<file path="config.mk">
export PLATFORM = sky130hd
export DESIGN_NAME = csma_mac_queue_controller
export DESIGN_NICKNAME = d
export VERILOG_FILES = /design/src/rtl/csmq_pkg.sv /design/src/rtl/csmq_cfg.sv /design/src/rtl/csma_mac_queue_controller.sv
export SDC_FILE = /design/constraint.sdc
export NUM_CORES = 1
export LEC_CHECK = 0
export CORE_ASPECT_RATIO = 0.7
export CORE_MARGIN = 5
export CORE_UTILIZATION = 30
export DETAILED_ROUTE_END_ITERATION = 8
export DONT_BUFFER_PORTS = 1
export SYNTH_ARGS = -nofsm -noshare
export SYNTH_HDL_FRONTEND = slang
export SYNTH_SLANG_ARGS = --single-unit
</file>
<file path="constraint.sdc">
create_clock -name clk -period 4.3 [get_ports clk]
set_input_delay 0 -clock clk [delete_from_list [all_inputs] [get_ports clk]]
set_output_delay 0 -clock clk [all_outputs]
set_load 0.02 [all_outputs]
</file>
<file path="src/rtl/csmq_pkg.sv">
// Shared types, sizes and codes for the CSMA MAC queue controller.
package csmq_pkg;

    localparam int QUEUE_DEPTH      = 16;
    localparam int HANDLE_WIDTH     = 32;
    localparam int LOSS_COUNT_WIDTH = 16;

    localparam int PTR_W   = (QUEUE_DEPTH > 1) ? $clog2(QUEUE_DEPTH) : 1;
    localparam int FILL_W  = $clog2(QUEUE_DEPTH + 1);
    localparam int SUM_W   = FILL_W + 1;
    localparam int LIMIT_W = 5;
    localparam int CMP_W   = (FILL_W > LIMIT_W) ? FILL_W : LIMIT_W;
    localparam int BACKOFF_W = 8;
    localparam int OPCODE_W  = 2;
    localparam int ACTION_W  = 3;

    localparam int APB_ADDR_W = 3;
    localparam int APB_DATA_W = 32;

    localparam logic [LIMIT_W-1:0]   QUEUE_LIMIT_RESET  = LIMIT_W'(16);
    localparam logic [BACKOFF_W-1:0] MAX_BACKOFF_RESET  = BACKOFF_W'(5);

    // register index, taken from the word address bit
    localparam logic REG_QUEUE_LIMIT  = 1'b0;
    localparam logic REG_MAX_BACKOFFS = 1'b1;

    localparam logic [OPCODE_W-1:0] OP_UPPER_PKT = 2'd0;
    localparam logic [OPCODE_W-1:0] OP_SENSE_RSP = 2'd1;
    localparam logic [OPCODE_W-1:0] OP_TX_CONF   = 2'd2;
    localparam logic [OPCODE_W-1:0] OP_RX_IND    = 2'd3;

    localparam logic [ACTION_W-1:0] ACT_NONE    = 3'd0;
    localparam logic [ACTION_W-1:0] ACT_SENSE   = 3'd1;
    localparam logic [ACTION_W-1:0] ACT_XMIT    = 3'd2;
    localparam logic [ACTION_W-1:0] ACT_DELIVER = 3'd3;
    localparam logic [ACTION_W-1:0] ACT_BACKOFF = 3'd4;

    typedef struct packed {
        logic [LIMIT_W-1:0]   queue_limit;
        logic [BACKOFF_W-1:0] max_backoffs;
    } cfg_t;

    // circular pointer advance; the sum stays below twice the depth
    function automatic logic [PTR_W-1:0] ptr_add(input logic [PTR_W-1:0] a,
                                                 input logic [FILL_W-1:0] b);
        logic [SUM_W-1:0] s;
        s = SUM_W'(a) + SUM_W'(b);
        if (s >= SUM_W'(QUEUE_DEPTH))
        begin
            s = s - SUM_W'(QUEUE_DEPTH);
        end
        return s[PTR_W-1:0];
    endfunction

    function automatic logic [LOSS_COUNT_WIDTH-1:0] sat_inc(
        input logic [LOSS_COUNT_WIDTH-1:0] v);
        return (&v) ? v : v + LOSS_COUNT_WIDTH'(1);
    endfunction

endpackage

</file>
<file path="src/rtl/csmq_cfg.sv">
// APB configuration registers: queue limit and backoff limit.
module csmq_cfg
(
    input  logic                                clk,
    input  logic                                rst_n,
    input  logic                                psel,
    input  logic                                penable,
    input  logic                                pwrite,
    input  logic [csmq_pkg::APB_ADDR_W-1:0]     paddr,
    input  logic [csmq_pkg::APB_DATA_W-1:0]     pwdata,
    output logic [csmq_pkg::APB_DATA_W-1:0]     prdata,
    output logic                                pready,
    output csmq_pkg::cfg_t                      cfg
);

    logic [csmq_pkg::LIMIT_W-1:0]   queue_limit_reg;
    logic [csmq_pkg::BACKOFF_W-1:0] max_backoffs_reg;
    logic                           wr_en;

    assign pready = 1'b1;
    assign wr_en  = psel && penable && pwrite;

    always_ff @(posedge clk or negedge rst_n)
    begin
        if (!rst_n)
        begin
            queue_limit_reg  <= csmq_pkg::QUEUE_LIMIT_RESET;
            max_backoffs_reg <= csmq_pkg::MAX_BACKOFF_RESET;
        end
        else if (wr_en)
        begin
            unique case (paddr[2])
                csmq_pkg::REG_QUEUE_LIMIT:
                begin
                    queue_limit_reg <= pwdata[csmq_pkg::LIMIT_W-1:0];
                end
                csmq_pkg::REG_MAX_BACKOFFS:
                begin
                    max_backoffs_reg <= pwdata[csmq_pkg::BACKOFF_W-1:0];
                end
                default:
                begin
                end
            endcase
        end
    end

    always_comb
    begin
        unique case (paddr[2])
            csmq_pkg::REG_QUEUE_LIMIT:
            begin
                prdata = csmq_pkg::APB_DATA_W'(queue_limit_reg);
            end
            csmq_pkg::REG_MAX_BACKOFFS:
            begin
                prdata = csmq_pkg::APB_DATA_W'(max_backoffs_reg);
            end
            default:
            begin
                prdata = '0;
            end
        endcase
    end

    assign cfg.queue_limit  = queue_limit_reg;
    assign cfg.max_backoffs = max_backoffs_reg;

endmodule

</file>
<file path="src/rtl/csma_mac_queue_controller.sv">
// CSMA transmit controller top level: input register, queue update, result register.
// One event beat is taken every clock cycle unless stalled; each yields exactly one
// result beat, through the input and then the result register. The rate is set by the
// combinational update of the handle queue, head pointer, fill count and backoff state
// between the registers. Result stalls back up into the input register and then into
// in_stall. Queue entries are not cleared at reset; only entries that were written are
// ever read. Configuration writes go through an APB port (queue limit at 0x0, backoff
// limit at 0x4); the user must make them while no beat is in flight (unchecked).
module csma_mac_queue_controller
(
    input  logic                                      clk,
    input  logic                                      rst_n,

    input  logic                                      psel,
    input  logic                                      penable,
    input  logic                                      pwrite,
    input  logic [csmq_pkg::APB_ADDR_W-1:0]           paddr,
    input  logic [csmq_pkg::APB_DATA_W-1:0]           pwdata,
    output logic [csmq_pkg::APB_DATA_W-1:0]           prdata,
    output logic                                      pready,

    input  logic                                      in_valid,
    output logic                                      in_stall,
    input  logic [csmq_pkg::OPCODE_W-1:0]             opcode,
    input  logic [csmq_pkg::HANDLE_WIDTH-1:0]         payload,
    input  logic                                      channel_busy,

    output logic                                      out_valid,
    input  logic                                      out_stall,
    output logic [csmq_pkg::ACTION_W-1:0]             action,
    output logic [csmq_pkg::HANDLE_WIDTH-1:0]         payload_out,
    output logic                                      overflow_drop,
    output logic                                      backoff_drop,
    output logic [csmq_pkg::FILL_W-1:0]               queue_count,
    output logic [csmq_pkg::LOSS_COUNT_WIDTH-1:0]     overflow_losses,
    output logic [csmq_pkg::LOSS_COUNT_WIDTH-1:0]     backoff_losses
);

    csmq_pkg::cfg_t cfg;

    csmq_cfg u_cfg
    (
        .clk     (clk),
        .rst_n   (rst_n),
        .psel    (psel),
        .penable (penable),
        .pwrite  (pwrite),
        .paddr   (paddr),
        .pwdata  (pwdata),
        .prdata  (prdata),
        .pready  (pready),
        .cfg     (cfg)
    );

    // input register
    logic                                  in_valid_reg;
    logic [csmq_pkg::OPCODE_W-1:0]         op_reg;
    logic [csmq_pkg::HANDLE_WIDTH-1:0]     pay_reg;
    logic                                  busy_reg;

    // controller state
    logic [csmq_pkg::HANDLE_WIDTH-1:0]     queue_mem [csmq_pkg::QUEUE_DEPTH];
    logic [csmq_pkg::PTR_W-1:0]            head_reg, head_next;
    logic [csmq_pkg::FILL_W-1:0]           fill_reg, fill_next;
    logic [csmq_pkg::BACKOFF_W-1:0]        tries_reg, tries_next;
    logic                                  pend_reg, pend_next;
    logic [csmq_pkg::LOSS_COUNT_WIDTH-1:0] ocnt_reg, ocnt_next;
    logic [csmq_pkg::LOSS_COUNT_WIDTH-1:0] bcnt_reg, bcnt_next;

    // result register
    logic                                  out_valid_reg;
    logic [csmq_pkg::ACTION_W-1:0]         action_reg, action_next;
    logic [csmq_pkg::HANDLE_WIDTH-1:0]     pout_reg, pout_next;
    logic                                  odrop_reg, odrop_next;
    logic                                  bdrop_reg, bdrop_next;

    logic                                  advance;
    logic                                  in_take;
    logic                                  wr_en;
    logic [csmq_pkg::PTR_W-1:0]            wr_idx;
    logic [csmq_pkg::CMP_W-1:0]            limit_eff;
    logic                                  queue_full;
    logic [csmq_pkg::BACKOFF_W-1:0]        tries_inc;

    assign advance  = in_valid_reg && (!out_valid_reg || !out_stall);
    assign in_stall = in_valid_reg && !advance;
    assign in_take  = in_valid && !in_stall;

    assign limit_eff = (csmq_pkg::CMP_W'(cfg.queue_limit) >
                        csmq_pkg::CMP_W'(csmq_pkg::QUEUE_DEPTH)) ?
                       csmq_pkg::CMP_W'(csmq_pkg::QUEUE_DEPTH) :
                       csmq_pkg::CMP_W'(cfg.queue_limit);
    assign queue_full = csmq_pkg::CMP_W'(fill_reg) >= limit_eff;
    assign wr_idx     = csmq_pkg::ptr_add(head_reg, fill_reg);
    assign tries_inc  = tries_reg + csmq_pkg::BACKOFF_W'(1);

    always_comb
    begin
        head_next   = head_reg;
        fill_next   = fill_reg;
        tries_next  = tries_reg;
        pend_next   = pend_reg;
        ocnt_next   = ocnt_reg;
        bcnt_next   = bcnt_reg;
        action_next = csmq_pkg::ACT_NONE;
        pout_next   = '0;
        odrop_next  = 1'b0;
        bdrop_next  = 1'b0;
        wr_en       = 1'b0;

        unique case (op_reg)
            csmq_pkg::OP_UPPER_PKT:
            begin
                if (queue_full)
                begin
                    odrop_next = 1'b1;
                    ocnt_next  = csmq_pkg::sat_inc(ocnt_reg);
                end
                else
                begin
                    wr_en     = 1'b1;
                    fill_next = fill_reg + csmq_pkg::FILL_W'(1);
                end
                // request carrier sense on the updated fill
                if (!pend_reg && (fill_next != '0))
                begin
                    pend_next   = 1'b1;
                    action_next = csmq_pkg::ACT_SENSE;
                end
            end
            csmq_pkg::OP_SENSE_RSP:
            begin
                if (!pend_reg)
                begin
                    // timer expiry: only re-check
                    if (fill_reg != '0)
                    begin
                        pend_next   = 1'b1;
                        action_next = csmq_pkg::ACT_SENSE;
                    end
                end
                else
                begin
                    pend_next = 1'b0;
                    if (fill_reg != '0)
                    begin
                        if (!busy_reg)
                        begin
                            tries_next  = '0;
                            pout_next   = queue_mem[head_reg];
                            head_next   = csmq_pkg::ptr_add(head_reg, csmq_pkg::FILL_W'(1));
                            fill_next   = fill_reg - csmq_pkg::FILL_W'(1);
                            action_next = csmq_pkg::ACT_XMIT;
                        end
                        else if (tries_inc < cfg.max_backoffs)
                        begin
                            tries_next  = tries_inc;
                            action_next = csmq_pkg::ACT_BACKOFF;
                        end
                        else
                        begin
                            // give up on the head packet
                            tries_next = '0;
                            head_next  = csmq_pkg::ptr_add(head_reg, csmq_pkg::FILL_W'(1));
                            fill_next  = fill_reg - csmq_pkg::FILL_W'(1);
                            bdrop_next = 1'b1;
                            bcnt_next  = csmq_pkg::sat_inc(bcnt_reg);
                        end
                    end
                end
            end
            csmq_pkg::OP_TX_CONF:
            begin
                if (!pend_reg && (fill_reg != '0))
                begin
                    pend_next   = 1'b1;
                    action_next = csmq_pkg::ACT_SENSE;
                end
            end
            csmq_pkg::OP_RX_IND:
            begin
                action_next = csmq_pkg::ACT_DELIVER;
                pout_next   = pay_reg;
            end
            default:
            begin
            end
        endcase
    end

    always_ff @(posedge clk or negedge rst_n)
    begin
        if (!rst_n)
        begin
            in_valid_reg  <= 1'b0;
            out_valid_reg <= 1'b0;
            head_reg      <= '0;
            fill_reg      <= '0;
            tries_reg     <= '0;
            pend_reg      <= 1'b0;
            ocnt_reg      <= '0;
            bcnt_reg      <= '0;
        end
        else
        begin
            if (in_take)
            begin
                in_valid_reg <= 1'b1;
            end
            else if (advance)
            begin
                in_valid_reg <= 1'b0;
            end

            if (advance)
            begin
                out_valid_reg <= 1'b1;
                head_reg      <= head_next;
                fill_reg      <= fill_next;
                tries_reg     <= tries_next;
                pend_reg      <= pend_next;
                ocnt_reg      <= ocnt_next;
                bcnt_reg      <= bcnt_next;
            end
            else if (!out_stall)
            begin
                out_valid_reg <= 1'b0;
            end
        end
    end

    // payload registers
    always_ff @(posedge clk)
    begin
        if (in_take)
        begin
            op_reg   <= opcode;
            pay_reg  <= payload;
            busy_reg <= channel_busy;
        end
        if (advance)
        begin
            action_reg <= action_next;
            pout_reg   <= pout_next;
            odrop_reg  <= odrop_next;
            bdrop_reg  <= bdrop_next;
            if (wr_en)
            begin
                queue_mem[wr_idx] <= pay_reg;
            end
        end
    end

    assign out_valid       = out_valid_reg;
    assign action          = action_reg;
    assign payload_out     = pout_reg;
    assign overflow_drop   = odrop_reg;
    assign backoff_drop    = bdrop_reg;
    assign queue_count     = fill_reg;
    assign overflow_losses = ocnt_reg;
    assign backoff_losses  = bcnt_reg;

    a_fill_bound: assert property (@(posedge clk) disable iff (!rst_n)
        fill_reg <= csmq_pkg::FILL_W'(csmq_pkg::QUEUE_DEPTH))
        else $error("queue fill beyond depth");

    a_pend_nonempty: assert property (@(posedge clk) disable iff (!rst_n)
        pend_reg |-> (fill_reg != '0))
        else $error("sense pending with empty queue");

    a_advance_result: assert property (@(posedge clk) disable iff (!rst_n)
        advance |=> out_valid_reg)
        else $error("processed beat produced no result");

    a_rx_deliver: assert property (@(posedge clk) disable iff (!rst_n)
        (advance && (op_reg == csmq_pkg::OP_RX_IND)) |=>
        ((action_reg == csmq_pkg::ACT_DELIVER) && (fill_reg == $past(fill_reg))))
        else $error("receive indication mishandled");

    a_xmit_clean: assert property (@(posedge clk) disable iff (!rst_n)
        (out_valid_reg && (action_reg == csmq_pkg::ACT_XMIT)) |-> (!odrop_reg && !bdrop_reg))
        else $error("transmit request with a drop flag");

endmodule

</file>
==> results.json, run 1 <==
{
  "drv_slew": 0,
  "grt_pass1_vias": 13215,
  "vdd_drop_max_mv": 0.393,
  "combPwrFrac_pct": 21.0,
  "yosysWarnings": 0,
  "fin_crit_sh_pct": 83.3,
  "p_int_w": 0.0122,
  "first_pass_iters": 5,
  "drive_gt1_share_pct": 22.4,
  "max-cap-violations": 0,
  "antenna_left": 0,
  "synth_top_family_by_area": "multiplexers",
  "grt_max_degree": 87,
  "die_w_um": 361,
  "die_h_um": 256,
  "htreeDepth": 3,
  "insertedDiodeCount": 0,
  "synth_xor_area_share_pct": 1.59,
  "drtIter0Drc": 1176,
  "criticalPathCategory": "reg2reg",
  "largest_reg_flops": 512,
  "syn2layout_area_growth_pct": 18.0,
  "die_area_sq_mm": 0.0923,
  "cp_data_required_time_ns": 4.61,
  "syn_area_sq_mm": 0.0259,
  "post_cts_buffers": 0,
  "grt_pass1_wl_um": 88800,
  "cts_buffers": 67,
  "setup_tns_ns": 0,
  "synth_fa_ha_area_share_pct": 1.09,
  "clock_path_buffers": 3,
  "start_util_pct": 30.1,
  "post_drt_wl_per_cell_um": 22.7,
  "async_flop_share_pct": 10.0,
  "route.detailed.drc": 0,
  "synthDistinctLibCells": 63,
  "clkPwrFrac_pct": 34.2,
  "cts_tree": "built",
  "root_buffer": "clkbuf_16",
  "synth_compound_area_share_pct": 3.73,
  "multi_input_area_sq_mm": 0.00640,
  "synth-edff-count": 584,
  "worstSetupStartpointType": "flip-flop",
  "synth_top_area_share_pct": 67.8,
  "antenna_found_initial": 2,
  "post_cts_resized": 0,
  "setup.worst_path.end_class": "flip-flop",
  "synth_top_area_cell": "edfxtp_1",
  "hpwl_um": 33600,
  "routed_wl_um": 60400,
  "relSlewSlack_pct": 44.3,
  "yosys_register_bits": 649,
  "synth_simple_gate_area_share_pct": 3.77,
  "leakage_nw": 10.0,
  "fin_skew_ns": 0.0267,
  "dp.cells": 2461,
  "setup_viol": 0,
  "rsz0062_at_grt": "no",
  "hold_viol_final": 0,
  "power_switching_w": 0.00478,
  "min_period_ns": 3.58,
  "status": "finished, final reports clean",
  "regArea_sq_mm": 0.0192,
  "cts.clk_slew.worst_paths_ns": 0.06,
  "track_usage_pct": 12.8,
  "ys.flop_type": "edfxtp_1",
  "clk_latency_ns": 0.62,
  "ys_seq_area_share_pct": 74.1,
  "synthCells": 1334,
  "fin_cells": 2657,
  "overflow": 0,
  "holdCritPathClass": "in2reg",
  "placementRows": 90,
  "viasPerCell": 4.87,
  "worstPathArrival_ns": 3.90,
  "seqPwrFrac_pct": 44.8,
  "finalPower_w": 0.0169,
  "ioPinCount": 186,
  "place_congestion": 0.778,
  "worst_slew_pin_slew_ns": 0.814,
  "placed_area_sq_mm": 0.0276,
  "cellPowerDensity_mw_per_mm2": 555,
  "synthMuxAreaShare_pct": 13.7,
  "final_area_sq_mm": 0.0305,
  "fp.coreArea_sq_mm": 0.0859,
  "vias": 12949,
  "final_net_count": 1553,
  "avgSynthCellArea_sq_um": 19.4,
  "fillers": 7933,
  "clock_sinks": 649,
  "io_buffers": 0,
  "p_sw_share_pct": 28.2,
  "max_freq_ghz": 0.279,
  "crit_fanout": 12,
  "synth.top_cells.by_area": "edfxtp_1, mux4_2, dfrtp_1, mux2_2, mux2i_1"
}
final timing paths:
kind | cells after the start | startpoint | endpoint | slack [ns]
setup / recovery | 11 | u_cfg.queue_limit_reg[4]$_DFFE_PN1P_ | queue_mem[1][1]$_DFFE_PP_ | 0.72
hold / removal | 1 | payload[9] | pay_reg[9]$_DFFE_PP_ | 0.03
setup reg to reg | 11 | u_cfg.queue_limit_reg[4]$_DFFE_PN1P_ | queue_mem[1][1]$_DFFE_PP_ | 0.72
hold reg to reg | 1 | in_valid_reg$_DFFE_PN0P_ | out_valid$_DFFE_PN0P_ | 0.48
max in group asynchronous | 4 | rst_n | head_reg[0]$_DFFE_PN0P_ | 3.38
min in group asynchronous | 3 | rst_n | u_cfg.max_backoffs_reg[2]$_DFFE_PN1P_ | 0.55
metal layers:
metal | global-route usage (%) | share of wire (%) | up-vias
met5 | 0 | 0.022 | -
met4 | 2.83 | 1.6 | 2
met3 | 3.12 | 7.2 | 69
met2 | 19.3 | 45 | 444
met1 | 18.7 | 46 | 6831
li1 | - | - | 5603
final cells by class:
cell class                      instances  share of cell area [%]
Multi-Input combinational cell        610                    20.9
Timing Repair Buffer                  110                    4.16
Clock buffer                           79                    5.64
Tap cell                             1150                    4.71
Clock inverter                         43                    1.55
Inverter                               16                   0.197
Sequential cell                       649                    62.8
layout by cell type, fill, tap and decap left out, types with 14 or more instances in the layout:
master         Yosys  final
edfxtp_1         584    584
mux4_2           127    127
dlygate4sd3_1      0     72
clkbuf_16          0     67
dfrtp_1           62     58
nand2_1           55     55
o21ai_0           35     35
mux2i_1           33     33
a22o_1            32     32
xnor2_1           31     31
mux2_2            31     31
nand3_1           27     27
conb_1             2     25
ha_1              21     21
a21oi_1           19     19
buf_12             0     18
buf_4             31     18
nor2_1            32     16
xor2_1            16     16
nor2_4             0     16
inv_1             16     15
and3_1            14     14
critical path, stage by stage, from the launching register on:
cell	delay, ns
dfstp_2	0.53
inv_1	0.08
nand2_1	0.08
ha_1	0.24
a21oi_1	0.21
o21ai_1	0.19
a21oi_1	0.22
buf_4	0.19
and2_1	0.24
nand3b_1	0.34
nor2_4	0.63
buf_4	0.29
power by group through the flow:
stage / registers [W] / logic (W) / clock network [W]
4_1_cts: 0.00760 / 0.00361 / 0.00595
6_report: 0.00759 / 0.00356 / 0.00580
5_1_grt: 0.00763 / 0.00387 / 0.00619
2_1_floorplan: 0.00755 / 0.00271 / 0
3_3_place_gp: 0.00771 / 0.00348 / 0
3_5_place_dp: 0.00773 / 0.00350 / 0
cells by family after synthesis:
| kind of cell | Yosys count |
|---|---|
| flip-flops | 649 |
| multiplexers | 191 |
| AND/OR/NAND/NOR | 188 |
| AO/OA/AOI/OAI | 137 |
| buffers and inverters | 98 |
| XOR/XNOR | 47 |
| adder cells (fa/ha/maj) | 22 |
| other | 2 |
Yosys cell counts, drive strengths merged, types with 4 or more instances:
cell type	count
nor2b	5
o21ai	36
nand3	27
and3	14
mux2	31
mux4	127
nor4	4
xnor2	31
nor3	9
nand4	12
nor2	32
inv	16
dfrtp	62
xor2	16
a22o	32
a221oi	11
clkbuf	25
nand2	55
and2	13
a22oi	11
a211oi	4
mux2i	33
o31ai	5
edfxtp	584
buf	57
a21oi	20
ha	21
timing repair:
action,in CTS,in global routing
hold buffers,74,0
endpoints found under the setup margin,0,0
hold endpoints to repair,125,0
through the flow:
stage,utilization (%),hold WS (ns),worst slack (ns)
after floorplan,-,-0.296,0.258
after global placement,32.1,-0.294,0.759
after detailed placement,32.1,-0.294,0.770
after CTS,35.5,0.00185,0.740
after global routing,35.5,0.0144,0.549
final,35.5,0.0304,0.717
(Power assumes the default switching activity.)
==> inputs of run 2 (changes only) <==
==> constraint.sdc (replaced) <==
create_clock -name clk -period 3.2 [get_ports clk]
set_input_delay 0 -clock clk [delete_from_list [all_inputs] [get_ports clk]]
set_output_delay 0 -clock clk [all_outputs]
set_load 0.02 [all_outputs]
==> run 2 against run 1 <==
  * Register-to-register slack got worse by 0.57 ns
  * Fmax is 17% higher
  * Global-route usage about the same
  * Clock power rose by 22%
  * Worst hold slack got worse by 0.015 ns
  * Clock skew is 0.0079 ns lower
  * Sequential share of layout area is 0.11 points higher
  * Flip-flop and latch count stayed put
  * Total power is 31% higher
  * Largest cell class unchanged
  * Largest power group unchanged
==> results.json, run 2 (synthesis gave the netlist of run 1 again) <==
{
  "setup_viol": 0,
  "clock_sinks": 649,
  "combPwrFrac_pct": 22.8,
  "routed_wl_um": 60600,
  "worstPathArrival_ns": 3.35,
  "syn2layout_area_growth_pct": 17.8,
  "viasPerCell": 4.86,
  "clkPwrFrac_pct": 31.9,
  "cts_buffers": 57,
  "grt_use_met2_pct": 19.7,
  "vias": 12958,
  "antenna_found_initial": 1,
  "vdd_drop_max_mv": 0.569,
  "max_freq_ghz": 0.328,
  "antenna_left": 0,
  "grt_pass1_wl_um": 89800,
  "die_w_um": 361,
  "grt_max_degree": 112,
  "drv_slew": 0,
  "fin_skew_ns": 0.0188,
  "overflow": 0,
  "use_met3_pct": 2.69,
  "crit_fanout": 11,
  "fin_cells": 2666,
  "place_congestion": 0.787,
  "cellPowerDensity_mw_per_mm2": 726,
  "relSlewSlack_pct": 38.1,
  "power_switching_w": 0.00621,
  "clk_latency_ns": 0.62,
  "hold_viol_final": 0,
  "p_sw_share_pct": 28.1,
  "die_area_sq_mm": 0.0923,
  "leakage_nw": 10.0,
  "max-cap-violations": 0,
  "placed_area_sq_mm": 0.0279,
  "holdCritPathClass": "in2reg",
  "fin_crit_sh_pct": 95.3,
  "placementRows": 90,
  "largest_reg_flops": 512,
  "setup.worst_path.end_class": "flip-flop",
  "clock_path_buffers": 3,
  "route.detailed.drc": 0,
  "start_util_pct": 30.1,
  "final_common_cell": "edfxtp_1",
  "track_usage_pct": 12.8,
  "grt.met1_usage_pct": 19.1,
  "grt_pass1_vias": 13370,
  "htreeDepth": 2,
  "first_pass_iters": 5,
  "dp.cells": 2492,
  "cts_tree": "built",
  "worst_slew_pin_slew_ns": 0.905,
  "die_h_um": 256,
  "post_drt_wl_per_cell_um": 22.7,
  "io_buffers": 0,
  "drive_gt1_share_pct": 23.3,
  "root_buffer": "clkbuf_16",
  "cts.clk_slew.worst_paths_ns": 0.07,
  "hpwl_um": 36000,
  "fp.coreArea_sq_mm": 0.0859,
  "busiest_layer": "met2",
  "layout_common_cells": "edfxtp_1, mux4_2, dlygate4sd3_1",
  "status": "finished, final reports clean",
  "min_period_ns": 3.05,
  "p_int_w": 0.0159,
  "criticalPathCategory": "reg2reg",
  "finalCoreUtilization_pct": 35.5,
  "ioPinCount": 186,
  "final_area_sq_mm": 0.0305,
  "finalPower_w": 0.0221,
  "cp_data_required_time_ns": 3.50,
  "final_net_count": 1568,
  "rsz0062_at_grt": "no",
  "post_cts_buffers": 0,
  "worstSetupStartpointType": "flip-flop",
  "drtIter0Drc": 1536,
  "seqPwrFrac_pct": 45.4
}
run 2: changes by cell type in the layout (fill, tap and decap cells not counted), sizes merged:
| cell | delta |
|---|---|
| buf | +31 |
| bufinv | +2 |
| clkbuf | -17 |
| clkinv | +5 |
| diode | +1 |
| dlygate4sd3 | -6 |
| inv | -7 |
run 2: through the flow:
| step | hold WS (ns) | worst slack [ns] | TNS (ns) |
|---|---|---|---|
| after global placement | -0.294 | 0.0515 | 0 |
| after global routing | 0.00877 | 0.00692 | 0 |
| after floorplan | -0.296 | -0.408 | -152.74 |
| final | 0.0157 | 0.149 | 0 |
| after detailed placement | -0.294 | 0.0628 | 0 |
| after CTS | 0.00296 | 0.0377 | 0 |
run 2: final cells by class:
| type | count | area, sq um |
|---|---|---|
| inverter | 16 | 60.1 |
| tap | 1150 | 1440 |
| multi-input combinational | 610 | 6400 |
| clock inverter | 43 | 463 |
| fill | 7909 | 55400 |
| sequential | 649 | 19200 |
| antenna | 1 | 2.50 |
| clock buffer | 62 | 1450 |
| timing repair buffer | 135 | 1500 |
run 2: worst paths after layout:
| kind | startpoint | endpoint | slack, ns | cells past startpoint |
|---|---|---|---|---|
| worst max-delay path | u_cfg.queue_limit_reg[4]$_DFFE_PN1P_ | queue_mem[8][31]$_DFFE_PP_ | 0.15 | 10 |
| worst min-delay path | in_valid | pay_reg[10]$_DFFE_PP_ | 0.02 | 2 |
| worst max register to register | u_cfg.queue_limit_reg[4]$_DFFE_PN1P_ | queue_mem[8][31]$_DFFE_PP_ | 0.15 | 10 |
| worst min register to register | in_valid_reg$_DFFE_PN0P_ | out_valid$_DFFE_PN0P_ | 0.47 | 1 |
| max in group asynchronous | rst_n | head_reg[1]$_DFFE_PN0P_ | 2.79 | 3 |
| min in group asynchronous | rst_n | u_cfg.queue_limit_reg[4]$_DFFE_PN1P_ | 0.06 | 2 |
run 2: repair_timing:
action | CTS | global route
endpoints found under the hold margin | 125 | 0
hold buffers | 68 | 0
setup endpoints to repair | 0 | 111
gates resized for setup | 0 | 2
run 2: power groups by stage:
stage / Clock, W / Combinational, W / Sequential (W)
after floorplan: 0 / 0.00368 / 0.0101
after global placement: 0 / 0.00494 / 0.0102
after detailed placement: 0 / 0.00497 / 0.0102
after CTS: 0.00725 / 0.00510 / 0.0100
after global routing: 0.00761 / 0.00545 / 0.0101
final: 0.00706 / 0.00504 / 0.0100
run 2: metal layers:
layer,part of all wire [%],vias to the layer above
met5,0,-
met4,1.2,0
met3,6.9,65
met2,45,420
met1,46,6827
li1,-,5646
run 2: critical path: stages, from the launching register on:
cell	delay, ns
dfstp_2	0.54
inv_1	0.10
nand2_1	0.09
ha_1	0.24
a21oi_1	0.20
o21ai_1	0.15
a21oi_2	0.16
and2_2	0.24
or3b_2	0.60
nor2_4	0.18
buf_4	0.24
==> inputs of run 3 (changes only) <==
--- a/config.mk
+++ b/config.mk
@@ -5,11 +5,14 @@
 export SDC_FILE = /design/constraint.sdc
 export NUM_CORES = 1
 export LEC_CHECK = 0
+export CELL_PAD_IN_SITES_DETAIL_PLACEMENT = 1
+export CELL_PAD_IN_SITES_GLOBAL_PLACEMENT = 1
 export CORE_ASPECT_RATIO = 0.7
 export CORE_MARGIN = 5
 export CORE_UTILIZATION = 30
 export DETAILED_ROUTE_END_ITERATION = 8
 export DONT_BUFFER_PORTS = 1
+export PLACE_DENSITY_LB_ADDON = 0.1
 export SYNTH_ARGS = -nofsm -noshare
 export SYNTH_HDL_FRONTEND = slang
 export SYNTH_SLANG_ARGS = --single-unit
==> run 3 against run 2 <==
  * Combinational power grew 4%
  * Sequential share of layout area fell by 1.2 points
  * Setup slack improved by 0.087 ns
  * Register-to-register slack improved by 0.09 ns
  * Utilization is 0.69 points higher
  * Sequential power is essentially flat
  * Clock skew is 0.0058 ns lower
  * Highest routed layer unchanged
==> results.json, run 3 (synthesis gave the netlist of run 1 again) <==
{
  "status": "finished, final reports clean",
  "final_common_cell": "edfxtp_1",
  "io_buffers": 0,
  "start_util_pct": 30.1,
  "combPwrFrac_pct": 22.6,
  "setup_viol": 0,
  "fp.coreArea_sq_mm": 0.0859,
  "grt_max_degree": 79,
  "cts_buffers": 71,
  "setup.worst_path.end_class": "flip-flop",
  "die_w_um": 361,
  "clk_latency_ns": 0.61,
  "worstSetupStartpointType": "flip-flop",
  "relSlewSlack_pct": 43.0,
  "cts.clk_slew.worst_paths_ns": 0.06,
  "htreeDepth": 3,
  "first_pass_iters": 5,
  "seqPwrFrac_pct": 43.4,
  "grt_pass1_wl_um": 100000,
  "fin_cells": 2709,
  "rsz0062_at_grt": "no",
  "max_freq_ghz": 0.337,
  "min_period_ns": 2.96,
  "largest_reg_flops": 512,
  "post_drt_wl_per_cell_um": 25.2,
  "worst_slew_pin_slew_ns": 0.854,
  "crit_fanout": 5,
  "final_net_count": 1605,
  "criticalPathCategory": "reg2reg",
  "overflow": 0,
  "fin_ws_ns": 0.236,
  "clock_sinks": 649,
  "hpwl_um": 39300,
  "place_congestion": 0.741,
  "antenna_left": 0,
  "cp_data_required_time_ns": 3.53,
  "viasPerCell": 4.79,
  "clock_path_buffers": 3,
  "vdd_drop_max_mv": 0.376,
  "p_int_w": 0.0166,
  "p_sw_share_pct": 28.2,
  "die_h_um": 256,
  "cts_tree": "built",
  "finalPower_w": 0.0232,
  "die_area_sq_mm": 0.0923,
  "vias": 12986,
  "dp.cells": 2494,
  "route.detailed.drc": 0,
  "syn2layout_area_growth_pct": 20.1,
  "ioPinCount": 186,
  "final_area_sq_mm": 0.0311,
  "power_switching_w": 0.00652,
  "clkPwrFrac_pct": 34.0,
  "fin_crit_sh_pct": 92.6,
  "root_buffer": "clkbuf_16",
  "leakage_nw": 10.3,
  "pre_cts_ws_ns": 0.141,
  "placementRows": 90,
  "track_usage_pct": 14.7,
  "drv_slew": 0,
  "worstPathArrival_ns": 3.29,
  "routed_wl_um": 68200,
  "grt_pass1_vias": 14175,
  "drive_gt1_share_pct": 23.4,
  "setup_tns_ns": 0,
  "hold_viol_final": 0,
  "layout_common_cells": "edfxtp_1, mux4_2, dlygate4sd3_1",
  "antenna_found_initial": 1,
  "cellPowerDensity_mw_per_mm2": 745,
  "max-cap-violations": 0,
  "placed_area_sq_mm": 0.0279,
  "drtIter0Drc": 961,
  "fin_skew_ns": 0.0130,
  "holdCritPathClass": "in2reg"
}
[run 3: cell count changes in the layout (fill, tap and decap cells not counted), sizes merged]
cell         before  now
bufinv            8    3
clkinvlp          3    4
buf              69   71
clkinv           30   21
clkbuf           62   95
dlygate4sd3      66   87
[run 3: cell type report]
cell class,instances,area [sq um]
sequential,649,19200
multi-input combinational,610,6410
clock inverter,30,240
fill,8394,54800
inverter,16,60.1
antenna,1,2.50
tap,1150,1440
timing repair buffer,158,1780
clock buffer,95,1960
[run 3: power groups by stage]
| stage | Combinational, W | Sequential [W] | Clock (W) |
|---|---|---|---|
| 3_3_place_gp | 0.00524 | 0.0102 | 0 |
| 3_5_place_dp | 0.00522 | 0.0102 | 0 |
| 5_1_grt | 0.00570 | 0.0101 | 0.00856 |
| 6_report | 0.00523 | 0.0101 | 0.00787 |
| 2_1_floorplan | 0.00368 | 0.0101 | 0 |
| 4_1_cts | 0.00538 | 0.0101 | 0.00818 |
[run 3: critical path, cell delays in order (launching register included)]
cell      delay [ns]
dfstp_2         0.54
inv_1           0.09
nand2_1         0.07
ha_1            0.23
a21oi_1         0.19
o21ai_1         0.14
buf_4           0.17
a2111o_1        0.40
and2_1          0.15
nor4b_1         0.60
nor2_1          0.10
[run 3: path summary, 6_finish.rpt]
| kind | startpoint | endpoint | slack, ns | cells after the start |
|---|---|---|---|---|
| setup / recovery | u_cfg.queue_limit_reg[4]$_DFFE_PN1P_ | action[0]$_DFFE_PP_ | 0.24 | 10 |
| hold / removal | in_valid | busy_reg$_DFFE_PP_ | 0.02 | 1 |
| setup reg to reg | u_cfg.queue_limit_reg[4]$_DFFE_PN1P_ | action[0]$_DFFE_PP_ | 0.24 | 10 |
| hold reg to reg | in_valid_reg$_DFFE_PN0P_ | out_valid$_DFFE_PN0P_ | 0.48 | 1 |
| max in group asynchronous | rst_n | head_reg[0]$_DFFE_PN0P_ | 2.25 | 4 |
| min in group asynchronous | rst_n | u_cfg.queue_limit_reg[4]$_DFFE_PN1P_ | 0.58 | 3 |
[run 3: timing repair]
action | 4_1_cts | 5_1_grt
endpoints found under the setup margin | 0 | 84
endpoints found under the hold margin | 129 | 0
resized for setup | 0 | 3
hold buffers | 89 | 0
setup buffers | 0 | 0
[run 3: metal layers]
layer  track usage, %  vias to the layer above  routed length [um]
met5                0                        -                   0
met4             3.15                        0                 994
met3             2.70                       81                2310
met2             22.5                      214               31200
met1             21.9                     6984               33700
li1                 -                     5707                   -
[run 3: metrics by stage]
step	util (%)	hold WS, ns
floorplan	-	-0.296
global placement	32.5	-0.294
detailed placement	32.5	-0.294
CTS	36.2	0.00100
global route	36.2	0.0138
finish	36.2	0.0160
